File: src/sv/assert_macros.svh
// assertion macros used by the top level rtl file
// expects signals clk and rst_n in the scope of each use
`ifndef ASSERT_MACROS_SVH
`define ASSERT_MACROS_SVH

// property must hold at every rising clock edge out of reset
`define ASSERT_CLK(label, prop) \
    label: assert property (@(posedge clk) disable iff (!rst_n) prop) \
        else $error("assertion failed");

// expression must never be true out of reset
`define ASSERT_NEVER(label, expr) \
    label: assert property (@(posedge clk) disable iff (!rst_n) !(expr)) \
        else $error("forbidden condition seen");

`endif

File: src/sv/ifrl_pkg.sv
// types and constants for the ipv4 forward route lookup block
// no dependencies
package ifrl_pkg;

    // item actions
    typedef enum logic [1:0] {
        ACTION_CLEAR  = 2'd0,
        ACTION_ADD    = 2'd1,
        ACTION_HEADER = 2'd2
    } action_t;

    // result verdicts
    typedef enum logic [1:0] {
        VERDICT_FORWARD  = 2'd0,
        VERDICT_LOCAL    = 2'd1,
        VERDICT_TTL_DROP = 2'd2,
        VERDICT_NO_ROUTE = 2'd3
    } verdict_t;

    // header word positions
    localparam logic [4:0] WORD_FIRST    = 5'd0;
    localparam logic [4:0] WORD_TTL      = 5'd4;
    localparam logic [4:0] WORD_CHECKSUM = 5'd5;
    localparam logic [4:0] WORD_DEST_HI  = 5'd8;
    localparam logic [4:0] WORD_DEST_LO  = 5'd9;
    localparam logic [4:0] WORD_LIMIT    = 5'd31;

    // one route table entry
    typedef struct packed {
        logic [31:0] prefix;
        logic [5:0]  length;
        logic [31:0] hop;
    } route_t;

    // prefix mask for a prefix length, lengths past 32 act as 32
    function automatic logic [31:0] mask_of(input logic [5:0] len);
        logic [5:0] shift;
        shift = 6'd32 - len;
        if (len >= 6'd32)
        begin
            mask_of = 32'hffff_ffff;
        end
        else
        begin
            mask_of = 32'hffff_ffff << shift;
        end
    endfunction

endpackage

File: src/sv/ifrl_route_table.sv
// route table memory with a registered read port and prefix compare
// depends on ifrl_pkg
module ifrl_route_table #(
    parameter int ROUTE_ENTRIES = 16,
    parameter int IDX_W = 4
) (
    input  logic                clk,
    input  logic                wr_en,
    input  logic [IDX_W-1:0]    wr_addr,
    input  ifrl_pkg::route_t    wr_entry,
    input  logic                rd_en,
    input  logic [IDX_W-1:0]    rd_addr,
    input  logic [31:0]         destination,
    output logic                rd_match,
    output logic [31:0]         rd_hop
);
    import ifrl_pkg::*;

    route_t      mem [ROUTE_ENTRIES];
    route_t      rd_entry_reg;
    logic [31:0] mask;

    // write port and registered read port
    always_ff @(posedge clk)
    begin
        if (wr_en)
        begin
            mem[wr_addr] <= wr_entry;
        end
        if (rd_en)
        begin
            rd_entry_reg <= mem[rd_addr];
        end
    end

    // masked prefix compare on the entry just read
    always_comb
    begin
        mask     = mask_of(rd_entry_reg.length);
        rd_match = (rd_entry_reg.prefix & mask) == (destination & mask);
        rd_hop   = rd_entry_reg.hop;
    end

endmodule

File: src/sv/ipv4_forward_route_lookup.sv
// top level of the ipv4 forward route lookup block: header parse,
// sequencer over the route table, output register; uses ifrl_pkg, ifrl_route_table, assert_macros.svh
//
// channel   signals                                        direction
// input     in_valid in_ready action route_prefix ...      in
// output    out_valid out_ready verdict forward_hop ...     out
// config    cfg_write_en cfg_write_data                    in
//
// clear, add and non-final header words leave the sequencer idle and in_ready high.
// a final header word keeps in_ready low through the eval, walk and put states; the walk
// is skipped when ttl, local address or an empty table decide, else it reads from 1 up to
// the entry count entries; the single table read port checks one entry a cycle.
// reset empties the table count and packet state; entries need no clearing.
// a result waiting on out_ready holds the sequencer in its final state.
module ipv4_forward_route_lookup #(
    parameter int ROUTE_ENTRIES = 16
) (
    input  logic                  clk,
    input  logic                  rst_n,
    input  logic                  in_valid,
    output logic                  in_ready,
    input  logic [1:0]            action,
    input  logic [31:0]           route_prefix,
    input  logic [5:0]            prefix_length,
    input  logic [31:0]           next_hop,
    input  logic [15:0]           header_word,
    input  logic                  last_word,
    output logic                  out_valid,
    input  logic                  out_ready,
    output ifrl_pkg::verdict_t    verdict,
    output logic [31:0]           forward_hop,
    output logic [7:0]            new_ttl,
    output logic [15:0]           new_checksum,
    input  logic                  cfg_write_en,
    input  logic [31:0]           cfg_write_data
);
    import ifrl_pkg::*;
    `include "assert_macros.svh"

    localparam int IDX_W = (ROUTE_ENTRIES > 1) ? $clog2(ROUTE_ENTRIES) : 1;
    localparam int CNT_W = $clog2(ROUTE_ENTRIES + 1);
    localparam logic [CNT_W-1:0] ENTRIES = CNT_W'(ROUTE_ENTRIES);

    typedef enum logic [3:0] {
        S_IDLE = 4'b0001,
        S_EVAL = 4'b0010,
        S_WALK = 4'b0100,
        S_PUT  = 4'b1000
    } state_t;

    state_t            state_reg, state_next;
    logic [31:0]       local_address_reg;
    logic [CNT_W-1:0]  entry_count_reg, entry_count_next;
    logic [CNT_W-1:0]  walk_idx_reg, walk_idx_next;
    logic [4:0]        word_index_reg, word_index_next;
    logic [3:0]        header_words_reg, header_words_next;
    logic [7:0]        seen_ttl_reg, seen_ttl_next;
    logic [31:0]       seen_dest_reg, seen_dest_next;
    logic [20:0]       running_sum_reg, running_sum_next;
    verdict_t          res_verdict_reg, res_verdict_next;
    logic [31:0]       res_hop_reg, res_hop_next;
    logic [7:0]        res_ttl_reg, res_ttl_next;
    logic [15:0]       res_csum_reg, res_csum_next;
    logic              out_valid_reg;
    verdict_t          out_verdict_reg;
    logic [31:0]       out_hop_reg;
    logic [7:0]        out_ttl_reg;
    logic [15:0]       out_csum_reg;

    logic              accept;
    logic              is_header;
    logic              tbl_wr;
    route_t            tbl_entry;
    logic              rd_en;
    logic [CNT_W-1:0]  rd_idx;
    logic              rd_match;
    logic [31:0]       rd_hop;
    logic              out_load;
    logic [16:0]       fold1;
    logic [16:0]       fold2;
    logic [15:0]       checksum;
    logic [3:0]        hw_base;
    logic [7:0]        ttl_base;
    logic [31:0]       dest_base;
    logic [20:0]       sum_base;
    logic [15:0]       add_word;
    logic [7:0]        ttl_dec;

    assign in_ready  = (state_reg == S_IDLE);
    assign accept    = in_valid && in_ready;
    assign is_header = accept && (action == ACTION_HEADER);
    assign tbl_wr    = accept && (action == ACTION_ADD) && (entry_count_reg < ENTRIES);
    assign tbl_entry = '{prefix: route_prefix, length: prefix_length, hop: next_hop};
    assign out_load  = (state_reg == S_PUT) && (!out_valid_reg || out_ready);

    ifrl_route_table #(
        .ROUTE_ENTRIES (ROUTE_ENTRIES),
        .IDX_W         (IDX_W)
    ) u_table (
        .clk         (clk),
        .wr_en       (tbl_wr),
        .wr_addr     (entry_count_reg[IDX_W-1:0]),
        .wr_entry    (tbl_entry),
        .rd_en       (rd_en),
        .rd_addr     (rd_idx[IDX_W-1:0]),
        .destination (seen_dest_reg),
        .rd_match    (rd_match),
        .rd_hop      (rd_hop)
    );

    // checksum fold of the running sum and ttl decrement
    always_comb
    begin
        fold1    = {1'b0, running_sum_reg[15:0]} + {12'd0, running_sum_reg[20:16]};
        fold2    = {1'b0, fold1[15:0]} + {16'd0, fold1[16]};
        checksum = ~fold2[15:0];
        ttl_dec  = seen_ttl_reg - 8'd1;
    end

    // packet state starts fresh at word zero
    always_comb
    begin
        if (word_index_reg == WORD_FIRST)
        begin
            hw_base   = header_word[11:8];
            ttl_base  = 8'd0;
            dest_base = 32'd0;
            sum_base  = 21'd0;
        end
        else
        begin
            hw_base   = header_words_reg;
            ttl_base  = seen_ttl_reg;
            dest_base = seen_dest_reg;
            sum_base  = running_sum_reg;
        end
    end

    // table count update and header word parse
    always_comb
    begin
        header_words_next = header_words_reg;
        seen_ttl_next     = seen_ttl_reg;
        seen_dest_next    = seen_dest_reg;
        running_sum_next  = running_sum_reg;
        word_index_next   = word_index_reg;
        entry_count_next  = entry_count_reg;
        add_word = header_word;
        if (accept && (action == ACTION_CLEAR))
        begin
            entry_count_next = '0;
        end
        if (tbl_wr)
        begin
            entry_count_next = CNT_W'(entry_count_reg + 1'b1);
        end
        if (is_header)
        begin
            header_words_next = hw_base;
            seen_ttl_next     = ttl_base;
            seen_dest_next    = dest_base;
            case (word_index_reg)
                WORD_TTL:
                begin
                    seen_ttl_next = header_word[15:8];
                    add_word      = {header_word[15:8] - 8'd1, header_word[7:0]};
                end
                WORD_CHECKSUM:
                begin
                    add_word = 16'd0;
                end
                WORD_DEST_HI:
                begin
                    seen_dest_next = {header_word, dest_base[15:0]};
                end
                WORD_DEST_LO:
                begin
                    seen_dest_next = {dest_base[31:16], header_word};
                end
                default:
                begin
                    add_word = header_word;
                end
            endcase
            if (word_index_reg < {hw_base, 1'b0})
            begin
                running_sum_next = sum_base + {5'd0, add_word};
            end
            else
            begin
                running_sum_next = sum_base;
            end
            if (last_word)
            begin
                word_index_next = WORD_FIRST;
            end
            else if (word_index_reg < WORD_LIMIT)
            begin
                word_index_next = word_index_reg + 5'd1;
            end
        end
    end

    // verdict sequencer and table walk
    always_comb
    begin
        state_next       = state_reg;
        walk_idx_next    = walk_idx_reg;
        res_verdict_next = res_verdict_reg;
        res_hop_next     = res_hop_reg;
        res_ttl_next     = res_ttl_reg;
        res_csum_next    = res_csum_reg;
        rd_en            = 1'b0;
        rd_idx           = '0;
        case (state_reg)
            S_IDLE:
            begin
                if (is_header && last_word)
                begin
                    state_next = S_EVAL;
                end
            end
            S_EVAL:
            begin
                res_hop_next  = 32'd0;
                res_ttl_next  = 8'd0;
                res_csum_next = 16'd0;
                if (seen_ttl_reg == 8'd0)
                begin
                    res_verdict_next = VERDICT_TTL_DROP;
                    state_next       = S_PUT;
                end
                else if (seen_dest_reg == local_address_reg)
                begin
                    res_verdict_next = VERDICT_LOCAL;
                    state_next       = S_PUT;
                end
                else if (entry_count_reg == '0)
                begin
                    res_verdict_next = VERDICT_NO_ROUTE;
                    state_next       = S_PUT;
                end
                else
                begin
                    rd_en         = 1'b1;
                    rd_idx        = '0;
                    walk_idx_next = '0;
                    state_next    = S_WALK;
                end
            end
            S_WALK:
            begin
                if (rd_match)
                begin
                    res_verdict_next = VERDICT_FORWARD;
                    res_hop_next     = rd_hop;
                    res_ttl_next     = ttl_dec;
                    res_csum_next    = checksum;
                    state_next       = S_PUT;
                end
                else if (CNT_W'(walk_idx_reg + 1'b1) == entry_count_reg)
                begin
                    res_verdict_next = VERDICT_NO_ROUTE;
                    state_next       = S_PUT;
                end
                else
                begin
                    rd_en         = 1'b1;
                    rd_idx        = CNT_W'(walk_idx_reg + 1'b1);
                    walk_idx_next = rd_idx;
                end
            end
            S_PUT:
            begin
                if (out_load)
                begin
                    state_next = S_IDLE;
                end
            end
            default:
            begin
                state_next = S_IDLE;
            end
        endcase
    end

    // control registers
    always_ff @(posedge clk or negedge rst_n)
    begin
        if (!rst_n)
        begin
            state_reg         <= S_IDLE;
            local_address_reg <= 32'd0;
            entry_count_reg   <= '0;
            word_index_reg    <= WORD_FIRST;
            header_words_reg  <= 4'd0;
            seen_ttl_reg      <= 8'd0;
            seen_dest_reg     <= 32'd0;
            running_sum_reg   <= 21'd0;
            out_valid_reg     <= 1'b0;
        end
        else
        begin
            state_reg        <= state_next;
            entry_count_reg  <= entry_count_next;
            word_index_reg   <= word_index_next;
            header_words_reg <= header_words_next;
            seen_ttl_reg     <= seen_ttl_next;
            seen_dest_reg    <= seen_dest_next;
            running_sum_reg  <= running_sum_next;
            if (cfg_write_en)
            begin
                local_address_reg <= cfg_write_data;
            end
            if (out_load)
            begin
                out_valid_reg <= 1'b1;
            end
            else if (out_ready)
            begin
                out_valid_reg <= 1'b0;
            end
        end
    end

    // result and output word registers
    always_ff @(posedge clk)
    begin
        walk_idx_reg    <= walk_idx_next;
        res_verdict_reg <= res_verdict_next;
        res_hop_reg     <= res_hop_next;
        res_ttl_reg     <= res_ttl_next;
        res_csum_reg    <= res_csum_next;
        if (out_load)
        begin
            out_verdict_reg <= res_verdict_reg;
            out_hop_reg     <= res_hop_reg;
            out_ttl_reg     <= res_ttl_reg;
            out_csum_reg    <= res_csum_reg;
        end
    end

    assign out_valid    = out_valid_reg;
    assign verdict      = out_verdict_reg;
    assign forward_hop  = out_hop_reg;
    assign new_ttl      = out_ttl_reg;
    assign new_checksum = out_csum_reg;

    // checks
    `ASSERT_NEVER(a_count_bound, entry_count_reg > ENTRIES)
    `ASSERT_CLK(a_walk_in_table, (state_reg == S_WALK) |-> (walk_idx_reg < entry_count_reg))
    `ASSERT_CLK(a_result_from_put, $rose(out_valid) |-> $past(state_reg == S_PUT))
    `ASSERT_CLK(a_last_word_busy, (is_header && last_word) |=> !in_ready)

endmodule
File: config.mk
export PLATFORM = sky130hd
export DESIGN_NAME = ipv4_forward_route_lookup
export DESIGN_NICKNAME = d
export VERILOG_FILES = /design/src/sv/ifrl_pkg.sv /design/src/sv/ifrl_route_table.sv /design/src/sv/ipv4_forward_route_lookup.sv
export VERILOG_INCLUDE_DIRS = /design/src /design/src/sv
export SDC_FILE = /design/constraint.sdc
export NUM_CORES = 2
export LEC_CHECK = 0
export ABC_AREA = 1
export BUFFER_PORTS_ARGS = -buffer_cell sky130_fd_sc_hd__buf_4
export CELL_PAD_IN_SITES_DETAIL_PLACEMENT = 1
export CELL_PAD_IN_SITES_GLOBAL_PLACEMENT = 1
export CORE_AREA = 4 4 364 456
export CTS_BUF_LIST = sky130_fd_sc_hd__clkbuf_8 sky130_fd_sc_hd__clkbuf_16
export CTS_CLUSTER_SIZE = 28
export DETAILED_ROUTE_END_ITERATION = 10
export DIE_AREA = 0 0 368 460
export PLACE_DENSITY = 0.68
export SLEW_MARGIN = 40
export SYNTH_ARGS = -nofsm -noshare
export SYNTH_HDL_FRONTEND = slang
export SYNTH_SLANG_ARGS = --single-unit
export TNS_END_PERCENT = 50
File: constraint.sdc
create_clock -name clk -period 9.22 [get_ports clk]
set_input_delay 0.922 -clock clk [delete_from_list [all_inputs] [get_ports clk]]
set_output_delay 0.922 -clock clk [all_outputs]
set_load 0.03 [all_outputs]
==> Implementation_results.wiki <==
{| class="wikitable"
! Metric !! Value
|-
| Result of the run || complete, no violations
|-
| Number of enable flip-flop cells after synthesis || 1311
|-
| Hold-fix buffer count after cts || 0
|-
| Endpoint required time on the critical path || 9.67 ns
|-
| Number of global-route vias before repair || 49.0k
|-
| Worst Hold Class || input port to asynchronous set/reset pin
|-
| Deepest clock path buffer count || 3
|-
| Static leakage || 30.1 nW
|-
| Clock latency of the later-clocked register in the worst-skew pair || 0.80 ns
|-
| Most frequent CP cell || sky130_fd_sc_hd__nand2_1
|-
| Arrival time of data at the critical path endpoint || 5.87 ns
|-
| Final core occ || 0.449
|-
| TritonCTS clock tree || done
|-
| Worst IR Drop VDD || 0.000122 V
|-
| Unrepaired setup endpoints after global routing || no
|-
| GRT Overall Usage || 0.236
|-
| Proportion of power drawn by the clock network || 0.378
|-
| Max reg flops || 1120
|-
| Total DRC errors in the routed layout || 0
|-
| Minimum clock period || 5.42 ns
|-
| Placement-stage cell area || 67700 sq um
|-
| Num CTS Buffers || 149
|-
| CP Buf/Inv Count || 5
|-
| CTS root buffer || sky130_fd_sc_hd__clkbuf_16
|-
| Clock input transition at the sequential cells of the worst setup and hold paths || 0.06 ns
|-
| Worst flop-to-flop path endpoint || u_table.rd_entry_reg[35]
|-
| Headroom to the max-slew limit || 0.395
|-
| Final Net Count || 6466
|-
| Switching share of total power || 0.276
|-
| Reg2Reg Setup Slack || 3.80 ns
|-
| Max-cap check violation count || 0
|-
| Overflow after GRT || 0
|-
| Post-synth top area share || 0.612
|-
| Number of pins exceeding their max-slew limit in the final report || 0
|-
| Count of cells along the worst register-to-register path || 22
|-
| Cell taking the most area after synthesis || sky130_fd_sc_hd__edfxtp_1
|-
| Fraction of registers with async set or reset after synthesis || 0.0787
|-
| H-tree level count || 4
|-
| Net count after synthesis || 6410
|-
| Post-CTS sizing || 0
|-
| Category of cells accounting for the largest share of critical-path delay || simple AND/OR/NAND/NOR gates
|-
| Final HPWL DP || 109000 um
|-
| Area overhead of the layout relative to synthesis || 12.8%
|-
| Launch point of the worst reg-to-reg path || u_table.rd_entry_reg[32]
|-
| Transition time at the pin with the least slew margin || 0.907 ns
|-
| Cell type of the slowest stage on the worst timing path || sky130_fd_sc_hd__buf_4
|-
| Fin area || 72500 sq um
|-
| Number of detailed-routing iterations run before antenna repair || 6
|-
| Routed wire length per instance || 23.5 um
|-
| Kind of capture point of the worst setup path || flop
|-
| Switch Pwr || 0.00428 W
|-
| Total negative slack || 0 ns
|-
| Start-to-end type of the worst setup path || flop to flop
|-
| Fraction of the yosys area taken by sequential cells || 0.656
|-
| Per-cell via count in the routed design || 5.42
|-
| Critical Path Max Stage Delay || 0.61 ns
|-
| Initial antenna violation count || 18
|-
| IO Count || 186
|-
| Top cells by area, synth || sky130_fd_sc_hd__edfxtp_1, sky130_fd_sc_hd__inv_1, sky130_fd_sc_hd__nand2_1
|-
| Relative contribution of sequential cells to total power || 0.486
|-
| Post-synthesis cell type count || 50
|-
| Ordered cell list for the critical path || inv_1 > ha_1 > inv_1 > nand2_1 > nand2_1 > nand2_1 > inv_1 > nor2_1 > nand2_1 > nand2_1 > nand2_1 > nor2_1 > nand3_1 > nor2_1 > nand2_8 > nand2_4 > nor2_4 > inv_6 > buf_4 > nand3_1 > nand3_1 > nand2_1
|-
| Power per unit of standard cell area || 213 nW/um^2
|-
| Share of layout cells above drive strength 1 || 0.0835
|-
| Sort of element at the start of the critical path || flop
|-
| Via count || 46.6k
|-
| WL final || 202000 um
|-
| RD Place Congestion || 0.825
|-
| Standard-cell row count || 165
|-
| Iter 0 DRT Violations || 3896
|-
| Cell Int Power || 0.0112 W
|-
| Num Clock Sinks || 1423
|-
| Starting Density || 0.398
|-
| Syn avg cell area || 10.3 sq um
|-
| Remaining number of nets flagged by the antenna check after routing || 0
|-
| Die span in y || 460 um
|-
| Cell count after synthesis || 6241
|-
| Final Setup Violations || 0
|-
| #FFs+latches synth || 1423
|-
| Final Hold Fails || 0
|-
| Max Fclk || 185 MHz
|-
| Die boundary width || 368 um
|-
| Top fanout value on the critical path || 89
|-
| Filler cells || 17.7k
|-
| Final period util || 0.588
|-
| Yosys warning total || 0
|-
| Post-CTS Setup Repair Bufs || 0
|-
| Synthesized area || 64300 sq um
|-
| Pin count of the biggest net entering global routing || 170
|-
| Buffers on Ports || 185
|-
| Overall die area || 169000 sq um
|-
| Prevailing post-synth register cell || sky130_fd_sc_hd__edfxtp_1
|-
| Core outline area || 161000 sq um
|-
| Setup skew after layout || 0.0339 ns
|-
| Relative contribution of combinational cells to total power || 0.136
|-
| Global-route wire length before repair || 305000 um
|}
==> worst reg2reg max path: cells and delay by family (launching register included) <==
family	cells	cell delay (ns)
simple gates	16	2.76
buf+inv	5	1.59
fa+ha+maj	1	0.30
flops	1	0.43
==> how the worst max path moves through the flow <==
stage | depth (start not counted) | from | end
final | 22 | u_table.rd_entry_reg[32] | u_table.rd_entry_reg[35]
after global routing | 22 | u_table.rd_entry_reg[32] | u_table.rd_entry_reg[35]
after CTS | 22 | u_table.rd_entry_reg[32] | u_table.rd_entry_reg[32]
after detailed placement | 22 | u_table.rd_entry_reg[32] | u_table.rd_hop[27]
after global placement | 23 | u_table.rd_entry_reg[32] | u_table.rd_entry_reg[67]
after floorplan | 6 | state_reg[0] | u_table.mem[0][0]
==> logic make-up after synthesis <==
| group | synth area share |
|---|---|
| buf+inv | 0.0920 |
| xor+xnor | 0.00845 |
| flops | 0.656 |
| fa+ha+maj | 0.00860 |
| compound gates | 0.0199 |
| simple gates | 0.215 |
==> cells in the mapped netlist (4+ instances only) <==
cell type                  instances
sky130_fd_sc_hd__buf_6            27
sky130_fd_sc_hd__edfxtp_1       1311
sky130_fd_sc_hd__buf_4            22
sky130_fd_sc_hd__a21oi_1          61
sky130_fd_sc_hd__buf_8            11
sky130_fd_sc_hd__a22oi_1           6
sky130_fd_sc_hd__dfrtp_1         111
sky130_fd_sc_hd__xnor2_1          18
sky130_fd_sc_hd__nand3_1         748
sky130_fd_sc_hd__nor3_1           14
sky130_fd_sc_hd__nor4_1            6
sky130_fd_sc_hd__inv_1          1063
sky130_fd_sc_hd__or2_2             5
sky130_fd_sc_hd__xor2_1           44
sky130_fd_sc_hd__clkbuf_1        202
sky130_fd_sc_hd__buf_1            37
sky130_fd_sc_hd__ha_1             41
sky130_fd_sc_hd__nand2_1        1007
sky130_fd_sc_hd__o211ai_1          4
sky130_fd_sc_hd__o22ai_1          46
sky130_fd_sc_hd__o21ai_1           7
sky130_fd_sc_hd__o21ai_0          91
sky130_fd_sc_hd__nand4_1         526
sky130_fd_sc_hd__inv_2             7
sky130_fd_sc_hd__buf_2            70
sky130_fd_sc_hd__nor2_1          713
==> power groups by stage <==
| stage | Clock [W] | Combinational, W | Sequential, W |
|---|---|---|---|
| 3_3_place_gp | 0 | 0.00202 | 0.00764 |
| 6_report | 0.00585 | 0.00210 | 0.00752 |
| 5_1_grt | 0.00623 | 0.00235 | 0.00754 |
| 3_5_place_dp | 0 | 0.00209 | 0.00765 |
| 2_1_floorplan | 0 | 0.00140 | 0.00757 |
| 4_1_cts | 0.00596 | 0.00211 | 0.00752 |
==> routing by layer <==
layer	routed length (um)	up-vias	part of all wire	global-route usage
met5	44	-	0.00022	0
met4	6680	6	0.033	0.0851
met3	11700	380	0.058	0.0380
met2	99300	1325	0.49	0.407
met1	84200	23800	0.42	0.302
li1	-	21100	-	-
==> per-stage QoR <==
| stage | std cells | setup slack, ns | total power (W) | hold slack, ns |
|---|---|---|---|---|
| after floorplan | 6241 | 2.06 | 0.00896 | 0.400 |
| after global placement | 8301 | 3.63 | 0.00966 | 0.400 |
| after detailed placement | 8315 | 3.85 | 0.00974 | 0.406 |
| after CTS | 8580 | 3.85 | 0.0156 | 0.0644 |
| after global routing | 8588 | 3.43 | 0.0161 | 0.113 |
| final | 8594 | 3.80 | 0.0155 | 0.104 |
==> layout make-up <==
| class | instances | area [sq um] | area share |
|---|---|---|---|
| Clock buffer | 156 | 3890 | 0.0537 |
| Clock inverter | 109 | 776 | 0.0107 |
| Multi-Input combinational cell | 3376 | 16400 | 0.226 |
| Tap cell | 2171 | 2720 | 0.0375 |
| Antenna cell | 12 | 30.0 | 0.000414 |
| Sequential cell | 1423 | 42200 | 0.581 |
| Timing Repair Buffer | 275 | 2500 | 0.0345 |
| Inverter | 1072 | 4040 | 0.0557 |
==> cell usage in the layout, fill, tap and decap left out, drive strengths merged, types with 12 or more instances in the layout <==
cell	netlist	layout
edfxtp	1311	1311
inv	1070	1107
nand2	1012	1012
nand3	750	750
nor2	719	719
nand4	527	527
buf	167	274
clkbuf	202	157
dfrtp	111	111
o21ai	98	98
clkinv	2	63
a21oi	61	61
o22ai	46	46
xor2	44	44
ha	41	41
xnor2	18	18
nor3	14	14
diode	0	12
Power figures use the tool's default switching activity.
